===== src/tfa_pkg.sv =====
package tfa_pkg;

  // Default build of the block.
  localparam int MAX_FRAMES_DEF  = 8;
  localparam int FRAME_BYTES_DEF = 262144;

  // frames_in_use after reset, before clamping to MAX_FRAMES.
  localparam int FRAMES_RESET = 8;

  // Upper ends of the parameter ranges. The descriptor fields are sized for them.
  localparam int MAX_FRAMES_LIM = 16;
  localparam int IDX_MAX_W      = 22;
  localparam int SLOT_MAX_W     = 4;
  localparam int CNT_MAX_W      = 5;

  localparam int PIX_W       = 8;
  localparam int CFG_W       = 4;
  localparam int HELD_OUT_W  = 4;
  localparam int OUT_TDATA_W = 16;

  localparam int QUEUE_DEPTH = 4;

  // What travels with an item all the way to the result.
  typedef struct packed {
    logic [CNT_MAX_W-1:0] count;
    logic                 full;
    logic                 eof;
  } tfa_tag_t;

  // One classified pixel, handed from the front end to the back end.
  typedef struct packed {
    logic [PIX_W-1:0]          pixel;
    logic [IDX_MAX_W-1:0]      index;
    logic [SLOT_MAX_W-1:0]     slot;
    logic [MAX_FRAMES_LIM-1:0] use_mask;
    tfa_tag_t                  tag;
  } tfa_desc_t;

endpackage


===== src/tfa_queue.sv =====
module tfa_queue
  import tfa_pkg::*;
(
  input  logic      clk,
  input  logic      rst_n,
  input  logic      push,
  input  tfa_desc_t push_desc,
  output logic      ready,
  input  logic      pop,
  output logic      pop_valid,
  output tfa_desc_t pop_desc
);

  localparam int QW = (QUEUE_DEPTH > 1) ? $clog2(QUEUE_DEPTH) : 1;

  tfa_desc_t     mem_r [QUEUE_DEPTH];
  logic [QW-1:0] wr_ptr_r, wr_ptr_nxt;
  logic [QW-1:0] rd_ptr_r, rd_ptr_nxt;
  logic [QW:0]   count_r,  count_nxt;
  logic          do_push;
  logic          do_pop;

  assign ready     = (count_r != (QW + 1)'(QUEUE_DEPTH));
  assign pop_valid = (count_r != '0);
  assign pop_desc  = mem_r[rd_ptr_r];
  assign do_push   = push && ready;
  assign do_pop    = pop && pop_valid;

  always_comb begin
    wr_ptr_nxt = wr_ptr_r;
    rd_ptr_nxt = rd_ptr_r;
    count_nxt  = count_r;
    if (do_push) begin
      wr_ptr_nxt = (wr_ptr_r == QW'(QUEUE_DEPTH - 1)) ? '0 : wr_ptr_r + QW'(1);
    end
    if (do_pop) begin
      rd_ptr_nxt = (rd_ptr_r == QW'(QUEUE_DEPTH - 1)) ? '0 : rd_ptr_r + QW'(1);
    end
    if (do_push && !do_pop) begin
      count_nxt = count_r + (QW + 1)'(1);
    end else if (do_pop && !do_push) begin
      count_nxt = count_r - (QW + 1)'(1);
    end
  end

  always_ff @(posedge clk) begin
    if (!rst_n) begin
      wr_ptr_r <= '0;
      rd_ptr_r <= '0;
      count_r  <= '0;
    end else begin
      wr_ptr_r <= wr_ptr_nxt;
      rd_ptr_r <= rd_ptr_nxt;
      count_r  <= count_nxt;
    end
  end

  always_ff @(posedge clk) begin
    if (do_push) begin
      mem_r[wr_ptr_r] <= push_desc;
    end
  end

endmodule


===== config.mk =====
export PLATFORM = sky130hd
export DESIGN_NAME = tfa_queue
export DESIGN_NICKNAME = d
export VERILOG_FILES = /design/src/tfa_pkg.sv /design/src/tfa_queue.sv
export SDC_FILE = /design/constraint.sdc
export NUM_CORES = 1
export LEC_CHECK = 0
export ABC_AREA = 1
export BUFFER_PORTS_ARGS = -buffer_cell sky130_fd_sc_hd__buf_2
export CAP_MARGIN = 30
export CORE_MARGIN = 5
export CORE_UTILIZATION = 55
export CTS_CLUSTER_SIZE = 10
export DETAILED_ROUTE_END_ITERATION = 10
export HOLD_SLACK_MARGIN = 0.08
export PLACE_DENSITY = 0.77
export REMOVE_ABC_BUFFERS = 1
export SLEW_MARGIN = 25
export SYNTH_ARGS = -nofsm -noshare
export SYNTH_HDL_FRONTEND = slang
export SYNTH_SLANG_ARGS = --single-unit

===== constraint.sdc =====
create_clock -name clk -period 7.6 [get_ports clk]
set_input_delay 1.14 -clock clk [delete_from_list [all_inputs] [get_ports clk]]
set_output_delay 1.14 -clock clk [all_outputs]
set_load 0.05 [all_outputs]

==> impl_results.md <==
- Status: finished clean
- Min-delay worst type: reg2reg
- WL/cell: 18.97 um
- Crit-path slowest cell: dfxtp_4
- Total number of vias: 5430
- Vias in the first global route: 5512
- Req. time, crit path: 6.46 ns
- Cell Area, Synth: 8927 um2
- CTS tree: built
- Period Utilization, post-route: 0.5585
- Critical Path Sink: pop_desc[18]
- Initial antenna violation count: 3
- Initial DRC Count: 406
- Critical path arrival: 3.10 ns
- Final Setup Violations: 0
- VDD IR max: 0.2122 mV
- Setup CP Type: reg2out
- Share of layout cells above drive strength 1: 0.2132
- Htree depth: 1
- CTS Buf Count: 27
- Fmax: 235.6 MHz
- Clock sink count: 237
- Maxcap violations: 0
- I/O pin total: 120
- Synthesized instance count: 621
- Final setup skew: 0.006640 ns
- Starting Density: 0.5620
- Final slew viol count: 0
- Hold_ws: 0.5414 ns
- CP peak stage delay: 0.76 ns
- Post-CTS Resized: 0
- Most common cell after layout, fill and taps aside: edfxtp_1
- Post-synth EDFFs: 228
- Commonest cells after routing, fill and taps aside: edfxtp_1 (228), nor2_1 (127), buf_2 (119)
- Prevailing post-synth register cell: edfxtp_1
- Flops & latches, synth: 237
- Minimum clock period: 4.245 ns
- Reg-to-reg startpoint: count_r[1]
- DRT Pass-1 Iters: 5
- PD cells: 407.7 nW/um2
- Die W: 137.4 um
- GP Congestion: 0.7091
- Worst slew pin tran: 0.9639 ns
- Global-route wire length before repair: 28.50 mm
- CTS Hold Buffers Added: 0
- Worst Path Max Fanout: 76
- Clk root buf: clkbuf_16
- YS warnings: 0
- Clock slew at reported path FFs: 0.05 ns
- FFs w/ async S/R, synth: 0
- Die height: 137.4 um
- Worst-skew pair later-pin latency: 0.51 ns
- Cells on worst reg2reg path: 5
- Clock tree buffer depth: 3
- Setup TNS Final: 0 ns
- Seq/Total Area, Yosys: 0.7871
- RSZ-0062 raised after global routing: no
- Post-CTS setup buffer count: 0
- Synth-to-Final Area Change: 17.20%
- Unique masters post-synth: 19
- DP HPWL: 10.66 mm
- Reg-to-reg critical path endpoint: mem_r[0][6]
- Largest net degree at the start of global routing: 77
- Via/cell ratio: 5.552
- Die ar.: 18880 um2
- Hold Fails Final Rpt: 0
- Core area: 15890 um2
- Syn Area/Cell: 14.38 um2
- Final wirelength: 18.55 mm
- Rows: 46
- Total power: 0.004266 W
- Routed Antenna Nets: 0
- CP Capture Type: output port
- Nets: 808
- Total GRT Usage: 0.1968
- Worst setup SP type: flip-flop
- Grt ovf: 0
- Rel. slew slack: 0.3565
- Pleak: 3.694 nW
- Crit-path cells: clkinv_2, buf_4, o21ai_0, o22ai_1, buf_2
- Post-route DRC: 0
- PortBufs: 119
- Reg2Reg Setup Slack: 4.92 ns
==> stage by stage <==
step	cells	setup WS, ns	util	area (um2)
global placement	925	3.476	0.6068	9639
floorplan	585	2.713	-	8700
global route	977	3.087	0.6585	10460
finish	978	3.355	0.6586	10460
detailed placement	926	3.885	0.6082	9662
CTS	975	3.325	0.6566	10430
==> cells by family (layout without fill, tap and decap cells) <==
group / count (synthesis) / after routing / synth area share
DFF: 237 / 237 / 0.7871
other: 0 / 2 / 0
buffers and inverters: 53 / 192 / 0.03266
AOI/OAI and AO/OA: 175 / 175 / 0.1061
and+or+nand+nor: 149 / 149 / 0.06349
adders and majority gates: 7 / 7 / 0.01065
==> synth_stat cells, drive strengths merged (2+ instances only) <==
cell      n  share of area
a21oi     2         0.0011
buf      20          0.019
clkbuf   16         0.0067
dfxtp     9          0.020
edfxtp  228           0.77
ha        6         0.0084
inv      17         0.0071
nand2    15         0.0063
nor2    131          0.055
o21ai   116          0.065
o22ai    57          0.040
==> sequential cells by signal, indices dropped and copies added (netlist names), named ones only <==
name and flops:
rd_ptr_r 2, wr_ptr_r 2, mem_r 228, count_r 3
==> metal layers <==
layer,up-vias,GRT usage,part of all wire
li1,2554,-,-
met1,2688,0.2470,0.40
met2,160,0.3454,0.51
met3,26,0.04383,0.073
met4,2,0.05543,0.014
met5,-,0,0.00059
==> where the power goes <==
group          internal (W)  leakage [nW]  switching (W)  total (W)
clock              0.000672         0.365       0.000453    0.00112
combinational      0.000312          1.16        0.00114    0.00145
sequential          0.00160          2.16      0.0000980    0.00169
==> worst min path at each step <==
stage	cells after the start	end	slack (ns)	startpoint
after CTS	2	count_r[0]	0.54	count_r[0]
after global routing	2	count_r[0]	0.55	count_r[0]
after detailed placement	4	flip-flop	0.53	rd_ptr_r[1]
final	2	count_r[0]	0.54	count_r[0]
after global placement	2	count_r[0]	0.49	count_r[0]
after floorplan	2	count_r[0]	0.48	count_r[0]
==> critical path: cells and delay by family, from the launching register on <==
kind | cells | cell delay, ns
buffers and inverters | 3 | 1.29
DFF | 1 | 0.76
AOI/OAI and AO/OA | 2 | 0.43
==> area by class of cell <==
class,instances,area [um2]
Antenna cell,2,5.005
Clock buffer,49,768.2
Fill cell,1164,5423
Inverter,17,65.06
Multi-Input combinational cell,331,1639
Sequential cell,237,7034
Tap cell,216,270.3
Timing Repair Buffer,126,680.7
(Power assumes the default switching activity.)
