$ cat config.mk
export PLATFORM = sky130hd
export DESIGN_NAME = tfa_front
export DESIGN_NICKNAME = d
export VERILOG_FILES = /design/src/tfa_pkg.sv /design/src/tfa_front.sv
export SDC_FILE = /design/constraint.sdc
export NUM_CORES = 1
export LEC_CHECK = 0
export BUFFER_PORTS_ARGS = -buffer_cell sky130_fd_sc_hd__buf_2
export CORE_UTILIZATION = 30
export DETAILED_ROUTE_END_ITERATION = 8
export GPL_ROUTABILITY_DRIVEN = 0
export PLACE_DENSITY = 0.45
export SYNTH_ARGS = -nofsm -noshare
export SYNTH_HDL_FRONTEND = slang
export SYNTH_SLANG_ARGS = --single-unit
$ cat constraint.sdc
create_clock -name clk -period 6.68 [get_ports clk]
set_input_delay 1.002 -clock clk [delete_from_list [all_inputs] [get_ports clk]]
set_output_delay 1.002 -clock clk [all_outputs]
set_load 0.005 [all_outputs]
$ cat src/tfa_pkg.sv
package tfa_pkg;

  // Default build of the block.
  localparam int MAX_FRAMES_DEF  = 8;
  localparam int FRAME_BYTES_DEF = 262144;

  // frames_in_use after reset, before clamping to MAX_FRAMES.
  localparam int FRAMES_RESET = 8;

  // Upper ends of the parameter ranges. The descriptor fields are sized for them.
  localparam int MAX_FRAMES_LIM = 16;
  localparam int IDX_MAX_W      = 22;
  localparam int SLOT_MAX_W     = 4;
  localparam int CNT_MAX_W      = 5;

  localparam int PIX_W       = 8;
  localparam int CFG_W       = 4;
  localparam int HELD_OUT_W  = 4;
  localparam int OUT_TDATA_W = 16;

  localparam int QUEUE_DEPTH = 4;

  // What travels with an item all the way to the result.
  typedef struct packed {
    logic [CNT_MAX_W-1:0] count;
    logic                 full;
    logic                 eof;
  } tfa_tag_t;

  // One classified pixel, handed from the front end to the back end.
  typedef struct packed {
    logic [PIX_W-1:0]          pixel;
    logic [IDX_MAX_W-1:0]      index;
    logic [SLOT_MAX_W-1:0]     slot;
    logic [MAX_FRAMES_LIM-1:0] use_mask;
    tfa_tag_t                  tag;
  } tfa_desc_t;

endpackage

$ cat src/tfa_front.sv
module tfa_front
  import tfa_pkg::*;
#(
  parameter int MAX_FRAMES  = MAX_FRAMES_DEF,
  parameter int FRAME_BYTES = FRAME_BYTES_DEF
) (
  input  logic             clk,
  input  logic             rst_n,
  input  logic             cfg_we,
  input  logic [CFG_W-1:0] cfg_wdata,
  input  logic             in_tvalid,
  output logic             in_tready,
  input  logic [PIX_W-1:0] in_tdata,
  input  logic             in_tlast,
  input  logic             in_tuser,
  input  logic             q_ready,
  output logic             q_push,
  output tfa_desc_t        q_desc
);

  localparam int NW      = $clog2(MAX_FRAMES + 1);
  localparam int SW      = (MAX_FRAMES > 1) ? $clog2(MAX_FRAMES) : 1;
  localparam int IW      = (FRAME_BYTES > 1) ? $clog2(FRAME_BYTES) : 1;
  localparam int LW      = $clog2(FRAME_BYTES + 1);
  localparam int FIU_RST = (FRAMES_RESET < MAX_FRAMES) ? FRAMES_RESET : MAX_FRAMES;

  logic [NW-1:0] fiu_r,   fiu_nxt;
  logic [SW-1:0] wslot_r, wslot_nxt;
  logic [NW-1:0] held_r,  held_nxt;
  logic [IW-1:0] idx_r,   idx_nxt;
  logic [LW-1:0] slot_len_r   [MAX_FRAMES];
  logic [LW-1:0] slot_len_nxt [MAX_FRAMES];

  logic                  accept;
  logic                  clr_eff;
  logic [SW-1:0]         ws;
  logic [NW-1:0]         hc;
  logic [NW:0]           hc_inc;
  logic [NW-1:0]         n;
  logic                  full;
  logic [MAX_FRAMES-1:0] mask;
  logic [CFG_W:0]        cfg_ext;
  logic [CFG_W:0]        cfg_clamped;

  assign in_tready = q_ready;
  assign accept    = in_tvalid && q_ready;
  assign q_push    = accept;

  // A clear only counts on the first byte of a frame.
  assign clr_eff = in_tuser && (idx_r == '0);
  assign ws      = clr_eff ? '0 : wslot_r;
  assign hc      = clr_eff ? '0 : held_r;
  assign hc_inc  = {1'b0, hc} + (NW + 1)'(1);
  assign n       = (hc_inc > {1'b0, fiu_r}) ? fiu_r : hc_inc[NW-1:0];
  assign full    = (n == fiu_r);

  // Stored slots that contribute at this position; the slot being written
  // contributes the incoming pixel itself.
  always_comb begin
    for (int s = 0; s < MAX_FRAMES; s++) begin
      mask[s] = (NW'(s) < n) && (SW'(s) != ws) && !clr_eff &&
                (LW'(idx_r) < slot_len_r[s]);
    end
  end

  assign cfg_ext = {1'b0, cfg_wdata};
  always_comb begin
    if (cfg_ext == '0) begin
      cfg_clamped = (CFG_W + 1)'(1);
    end else if (cfg_ext > (CFG_W + 1)'(MAX_FRAMES)) begin
      cfg_clamped = (CFG_W + 1)'(MAX_FRAMES);
    end else begin
      cfg_clamped = cfg_ext;
    end
  end

  always_comb begin
    fiu_nxt   = fiu_r;
    wslot_nxt = wslot_r;
    held_nxt  = held_r;
    idx_nxt   = idx_r;
    for (int s = 0; s < MAX_FRAMES; s++) begin
      slot_len_nxt[s] = slot_len_r[s];
    end
    if (cfg_we) begin
      fiu_nxt   = NW'(cfg_clamped);
      wslot_nxt = '0;
      held_nxt  = '0;
      idx_nxt   = '0;
      for (int s = 0; s < MAX_FRAMES; s++) begin
        slot_len_nxt[s] = '0;
      end
    end else if (accept) begin
      if (clr_eff) begin
        for (int s = 0; s < MAX_FRAMES; s++) begin
          slot_len_nxt[s] = '0;
        end
      end
      wslot_nxt = ws;
      held_nxt  = hc;
      if (in_tlast) begin
        slot_len_nxt[ws] = LW'(idx_r) + LW'(1);
        if (hc < fiu_r) begin
          held_nxt = hc + NW'(1);
        end
        if ((NW'(ws) + NW'(1)) == fiu_r) begin
          wslot_nxt = '0;
        end else begin
          wslot_nxt = ws + SW'(1);
        end
        idx_nxt = '0;
      end else if (idx_r != IW'(FRAME_BYTES - 1)) begin
        idx_nxt = idx_r + IW'(1);
      end
    end
  end

  always_ff @(posedge clk) begin
    if (!rst_n) begin
      fiu_r   <= NW'(FIU_RST);
      wslot_r <= '0;
      held_r  <= '0;
      idx_r   <= '0;
      for (int s = 0; s < MAX_FRAMES; s++) begin
        slot_len_r[s] <= '0;
      end
    end else begin
      fiu_r   <= fiu_nxt;
      wslot_r <= wslot_nxt;
      held_r  <= held_nxt;
      idx_r   <= idx_nxt;
      for (int s = 0; s < MAX_FRAMES; s++) begin
        slot_len_r[s] <= slot_len_nxt[s];
      end
    end
  end

  always_comb begin
    q_desc.pixel     = in_tdata;
    q_desc.index     = IDX_MAX_W'(idx_r);
    q_desc.slot      = SLOT_MAX_W'(ws);
    q_desc.use_mask  = MAX_FRAMES_LIM'(mask);
    q_desc.tag.count = CNT_MAX_W'(n);
    q_desc.tag.full  = full;
    q_desc.tag.eof   = in_tlast;
  end

endmodule

==> results.cfg, run 1 <==
[floorplan]
row_count = 70
io_pins = 78
core_um2 = 36500
dieArea_um2 = 37800
die-height_um = 194
start_util_pct = 30.4
die_w_um = 194

[cells_and_area]
n_antenna_cell = 0
syn2layout_area_growth_pct = 11.9
final_cell_area_um2 = 12400
post_route_cells_drive_above_1_share_pct = 10.5
final_util_pct = 34.0
fin_nets = 1518
num-fill-cells = 3872
instances_no_fill = 1829

[sta]
worst_slew_pin_slew_ns = 1.47
rsz0062_at_grt = no
finalCritPeriodShare_pct = 92.4
whs_ns = 0.449
relSlewSlack_pct = 1.67
finalMaxSlewViolations = 0
period_needed_ns = 6.17
fmax_mhz = 162
fin_worst_skew_ns = 0.0128
tns_ns = 0
final-setup-viol-count = 0
hold_viol_final = 0

[run]
maxCapViolations = 0

[synthesis]
netlist_area_um2 = 11100
synthAdderAreaFrac_pct = 16.9
synth_edf_count = 0
yosys_most_used_dff = dfxtp_1
netlist_instances = 1322
yosysTopAreaCellShare_pct = 32.6
syn_avg_cell_area_um2 = 8.39
synth_top_area_cell = dfxtp_1
muxShareOfSynthArea_pct = 0.316
synth_compound_area_share_pct = 23.6
synth-seq-area-share_pct = 32.6
synth-simple-area-share_pct = 15.1
yosys_warnings = 0
async_flop_share_pct = 0
synth_commonest_cells = dfxtp_1, nor2_1, inv_1
yosys-top-cells-area = dfxtp_1, ha_1, a22oi_1, nor2_1, inv_1
synth_top_family_by_area = compound AO/OA/AOI/OAI gates
synth_xor_area_share_pct = 2.12
ys_seq_elements = 181
synth_cell_type_count = 77
synth.most_common_cell = dfxtp_1

[worst_setup_path]
endpoint_kind = output port
worst-endpoint-arrival_ns = 5.17
crit_fanout = 19
start_kind = register
path_class = reg2out
worstPathRequired_ns = 5.68

[clock_tree]
clock_sinks = 181
cts_resized = 0
cts_buffer_depth = 2
numCtsBuffers = 17
htreeDepth = 4
hold_buffers = 0
clkTransAtPathRegs_ns = 0.07
cts_setup_buffers = 0
clock_latency_ns = 0.46
cts_root_buffer = clkbuf_16
cts_tree = yes

[global_route]
grt_start_max_net_pins = 69
antenna_found_initial = 0
track_usage_pct = 20.7
grt_pass1_wl_um = 58600
grt_overflow = 0
grt_pass1_vias = 9345

[power_and_ir_drop]
p_per_area_nw_per_um2 = 184
p_leak_nw = 4.94
vdd_drop_max_v = 0.000173

[detailed_routing]
via_per_inst = 5.27
ant_nets = 0
drc = 0
avgRoutedWirePerCell_um = 21.0
vias = 9646
drt-initial-drc-count = 515
dr.pass1.iters = 5
routed_wl_um = 38500

[placed_design]
io_buffers = 47
placed_area_um2 = 11800
dp_hpwl_um = 26700
dp.cells = 1798

[min_path]
hold_class = reg2reg

[run_status]
status = finished, final reports clean
==> sequential cells by signal (all words and copies together), names as in the netlist <==
| register | flops |
|---|---|
| slot_len_r | 152 |
| held_r | 4 |
| fiu_r | 4 |
| wslot_r | 3 |
| idx_r | 18 |
==> path summary, 6_finish.rpt <==
kind	slack, ns	end	startpoint	cells past startpoint
min	0.45	slot_len_r[0][19]	slot_len_r[0][19]	2
min reg2reg	0.45	slot_len_r[0][19]	slot_len_r[0][19]	2
max reg2reg	2.79	slot_len_r[0][73]	idx_r[1]	8
max	0.51	q_desc[11]	idx_r[0]	16
==> kinds of logic (layout without fill, tap and decap cells) <==
kind of cell             count (synthesis)  in the layout
flip-flops                             181            181
buffers and inverters                  240            266
other                                    1             14
AO/OA/AOI/OAI                          373            373
multiplexers                             3              3
AND/OR/NAND/NOR                        348            348
XOR/XNOR                                26             26
adder cells (fa/ha/maj)                150            150
==> stage by stage <==
step	worst slack [ns]	power, mW
final	0.508	2.28
after global routing	0.167	2.36
after CTS	0.477	2.31
after detailed placement	1.07	1.22
after global placement	1.11	1.22
after floorplan	1.77	1.19
==> critical path: stages (launching register included) <==
cell and delay, ns:
dfxtp_1 0.46, clkinv_1 0.24, ha_1 0.23, or4b_1 0.48, nand3b_4 0.23, nor2_2 0.31, buf_4 0.35, nor2_1 0.09
ha_1 0.29, a21oi_1 0.20, o2111ai_2 0.25, a211oi_1 0.64, o21ai_0 0.26, a22oi_1 0.32, nor4_1 0.08, buf_4 0.16
buf_2 0.12
==> routing by layer <==
metal / GRT usage, % / wire [um] / part of all wire, %
met2: 34.2 / 17900 / 47
met4: 5.85 / 846 / 2.2
met1: 27.9 / 18400 / 48
met3: 3.21 / 1320 / 3.4
met5: 0 / 0 / 0
==> area by class of cell <==
type / instances / area (um2) / area share, %
Multi-Input combinational cell: 914 / 6540 / 52.7
Inverter: 157 / 589 / 4.75
Tap cell: 468 / 586 / 4.72
Sequential cell: 181 / 3620 / 29.2
Clock buffer: 20 / 457 / 3.68
Clock inverter: 11 / 151 / 1.22
Timing Repair Buffer: 78 / 468 / 3.77
==> layout by cell type, fill, tap and decap left out, drive strengths merged, types with 32 or more instances in the layout <==
master,instances
a22oi,114
buf,78
a21o,32
a22o,35
ha,150
inv,157
dfxtp,181
a21oi,74
nand2,58
nor2,168
o21ai,59
==> where the power goes <==
| part | internal, mW | switching, mW |
|---|---|---|
| sequential | 1.08 | 0.00569 |
| combinational | 0.0270 | 0.0854 |
| clock | 0.610 | 0.472 |
(Power assumes the default switching activity.)
==> inputs of run 2 (changes only) <==
==> constraint.sdc (replaced) <==
create_clock -name clk -period 7.3 [get_ports clk]
set_input_delay 1.095 -clock clk [delete_from_list [all_inputs] [get_ports clk]]
set_output_delay 1.095 -clock clk [all_outputs]
set_load 0.005 [all_outputs]
==> results.cfg, run 2 (synthesis results as in run 1) <==
[sta]
hold_viol_final = 0
final-setup-viol-count = 0
period_needed_ns = 6.01
rsz0062_at_grt = no
whs_ns = 0.456
finalCritPeriodShare_pct = 82.3
finalMaxSlewViolations = 0
worst_slew_pin_slew_ns = 1.37
setup_ws_ns = 1.29
relSlewSlack_pct = 8.54
fmax_mhz = 166
fin_worst_skew_ns = 0.00976
tns_ns = 0

[worst_setup_path]
worst-endpoint-arrival_ns = 4.91
crit_fanout = 15
start_kind = register
endpoint_kind = output port
path_class = reg2out
worstPathRequired_ns = 6.20

[clock_tree]
cts_root_buffer = clkbuf_16
cts_buffer_depth = 2
cts_resized = 0
cts_tree = yes
cts_setup_buffers = 0
hold_buffers = 0
clock_sinks = 181
clock_latency_ns = 0.46
clkTransAtPathRegs_ns = 0.08
numCtsBuffers = 17
htreeDepth = 4

[floorplan]
die_w_um = 194
io_pins = 78
row_count = 70
dieArea_um2 = 37800
start_util_pct = 30.4
die-height_um = 194
core_um2 = 36500

[min_path]
hold_class = reg2reg

[cells_and_area]
syn2layout_area_growth_pct = 11.6
final_cell_area_um2 = 12400
fin_nets = 1515
mostFrequentLayoutCell = dfxtp_1
post_route_cells_drive_above_1_share_pct = 10.3
most-common-layout-cells = dfxtp_1, nor2_1, inv_1
num-fill-cells = 3866
regArea_um2 = 3620
multi_input_area_um2 = 6540
reg_top3 = slot_len_r x152, idx_r x18
largest_reg_flops = 152
largest_register = slot_len_r
instances_no_fill = 1828
final_util_pct = 33.9

[detailed_routing]
avgRoutedWirePerCell_um = 21.0
dr.pass1.iters = 5
drt-initial-drc-count = 636
drc = 0
via_per_inst = 5.24
ant_nets = 0
vias = 9579
routed_wl_um = 38400

[placed_design]
dp.cells = 1795
pre_cts_slack_ns = 1.53
io_buffers = 47
dp_hpwl_um = 26400
placed_area_um2 = 11800

[global_route]
grt_overflow = 0
grt_pass1_vias = 9117
grt_pass1_wl_um = 57800
antenna_found_initial = 3
grt_start_max_net_pins = 93
track_usage_pct = 20.6

[run]
maxCapViolations = 0

[run_status]
status = finished, final reports clean

[power_and_ir_drop]
power_mw = 2.06
vdd_drop_max_v = 0.000166
p_per_area_nw_per_um2 = 166
p_leak_nw = 4.89
-- run 2: changes by cell type in the layout (fill, tap and decap cells not counted), moves of 2 or more --
cell / change
clkinv_2: -2
clkinvlp_4: +4
inv_6: +2
buf_4: -3
-- run 2: cell type report --
cell class / count / share of cell area [%]
Tap cell: 468 / 4.73
Multi-Input combinational cell: 914 / 52.8
Clock inverter: 13 / 1.21
Timing Repair Buffer: 75 / 3.60
Inverter: 157 / 4.76
Sequential cell: 181 / 29.3
Clock buffer: 19 / 3.58
Antenna cell: 1 / 0.0202
-- run 2: worst paths after layout --
path              cells past startpoint                end         startpoint  slack (ns)
setup / recovery                     15         q_desc[11]           idx_r[0]        1.29
hold / removal                        2  slot_len_r[0][19]  slot_len_r[0][19]        0.46
setup reg to reg                     14         wslot_r[0]           idx_r[0]        3.42
hold reg to reg                       2  slot_len_r[0][19]  slot_len_r[0][19]        0.46
-- run 2: worst max-delay path, stage by stage (launching register included) --
cell,delay (ns)
dfxtp_1,0.59
clkinv_1,0.35
ha_1,0.33
or4b_1,0.19
nand3b_4,0.18
nor2_2,0.07
nor2_1,0.30
ha_1,0.22
a21o_1,0.11
a21oi_1,0.09
a21oi_1,0.43
a2bb2oi_1,0.18
a31oi_4,0.21
nand2_1,0.16
nor4_1,0.79
buf_2,0.24
-- run 2: power by group --
part | internal, mW | switching, mW | leakage (nW)
sequential | 0.988 | 0.00508 | 1.46
combinational | 0.0241 | 0.0790 | 3.16
clock | 0.519 | 0.445 | 0.278
total | 1.53 | 0.529 | 4.89
-- run 2: metal layers --
metal / up-vias / GRT usage, % / wire length (um)
met1: 4625 / 28.0 / 18600
met5: - / 0 / 13
met3: 41 / 3.47 / 1460
li1: 4690 / - / -
met4: 2 / 6.47 / 842
met2: 221 / 33.1 / 17500
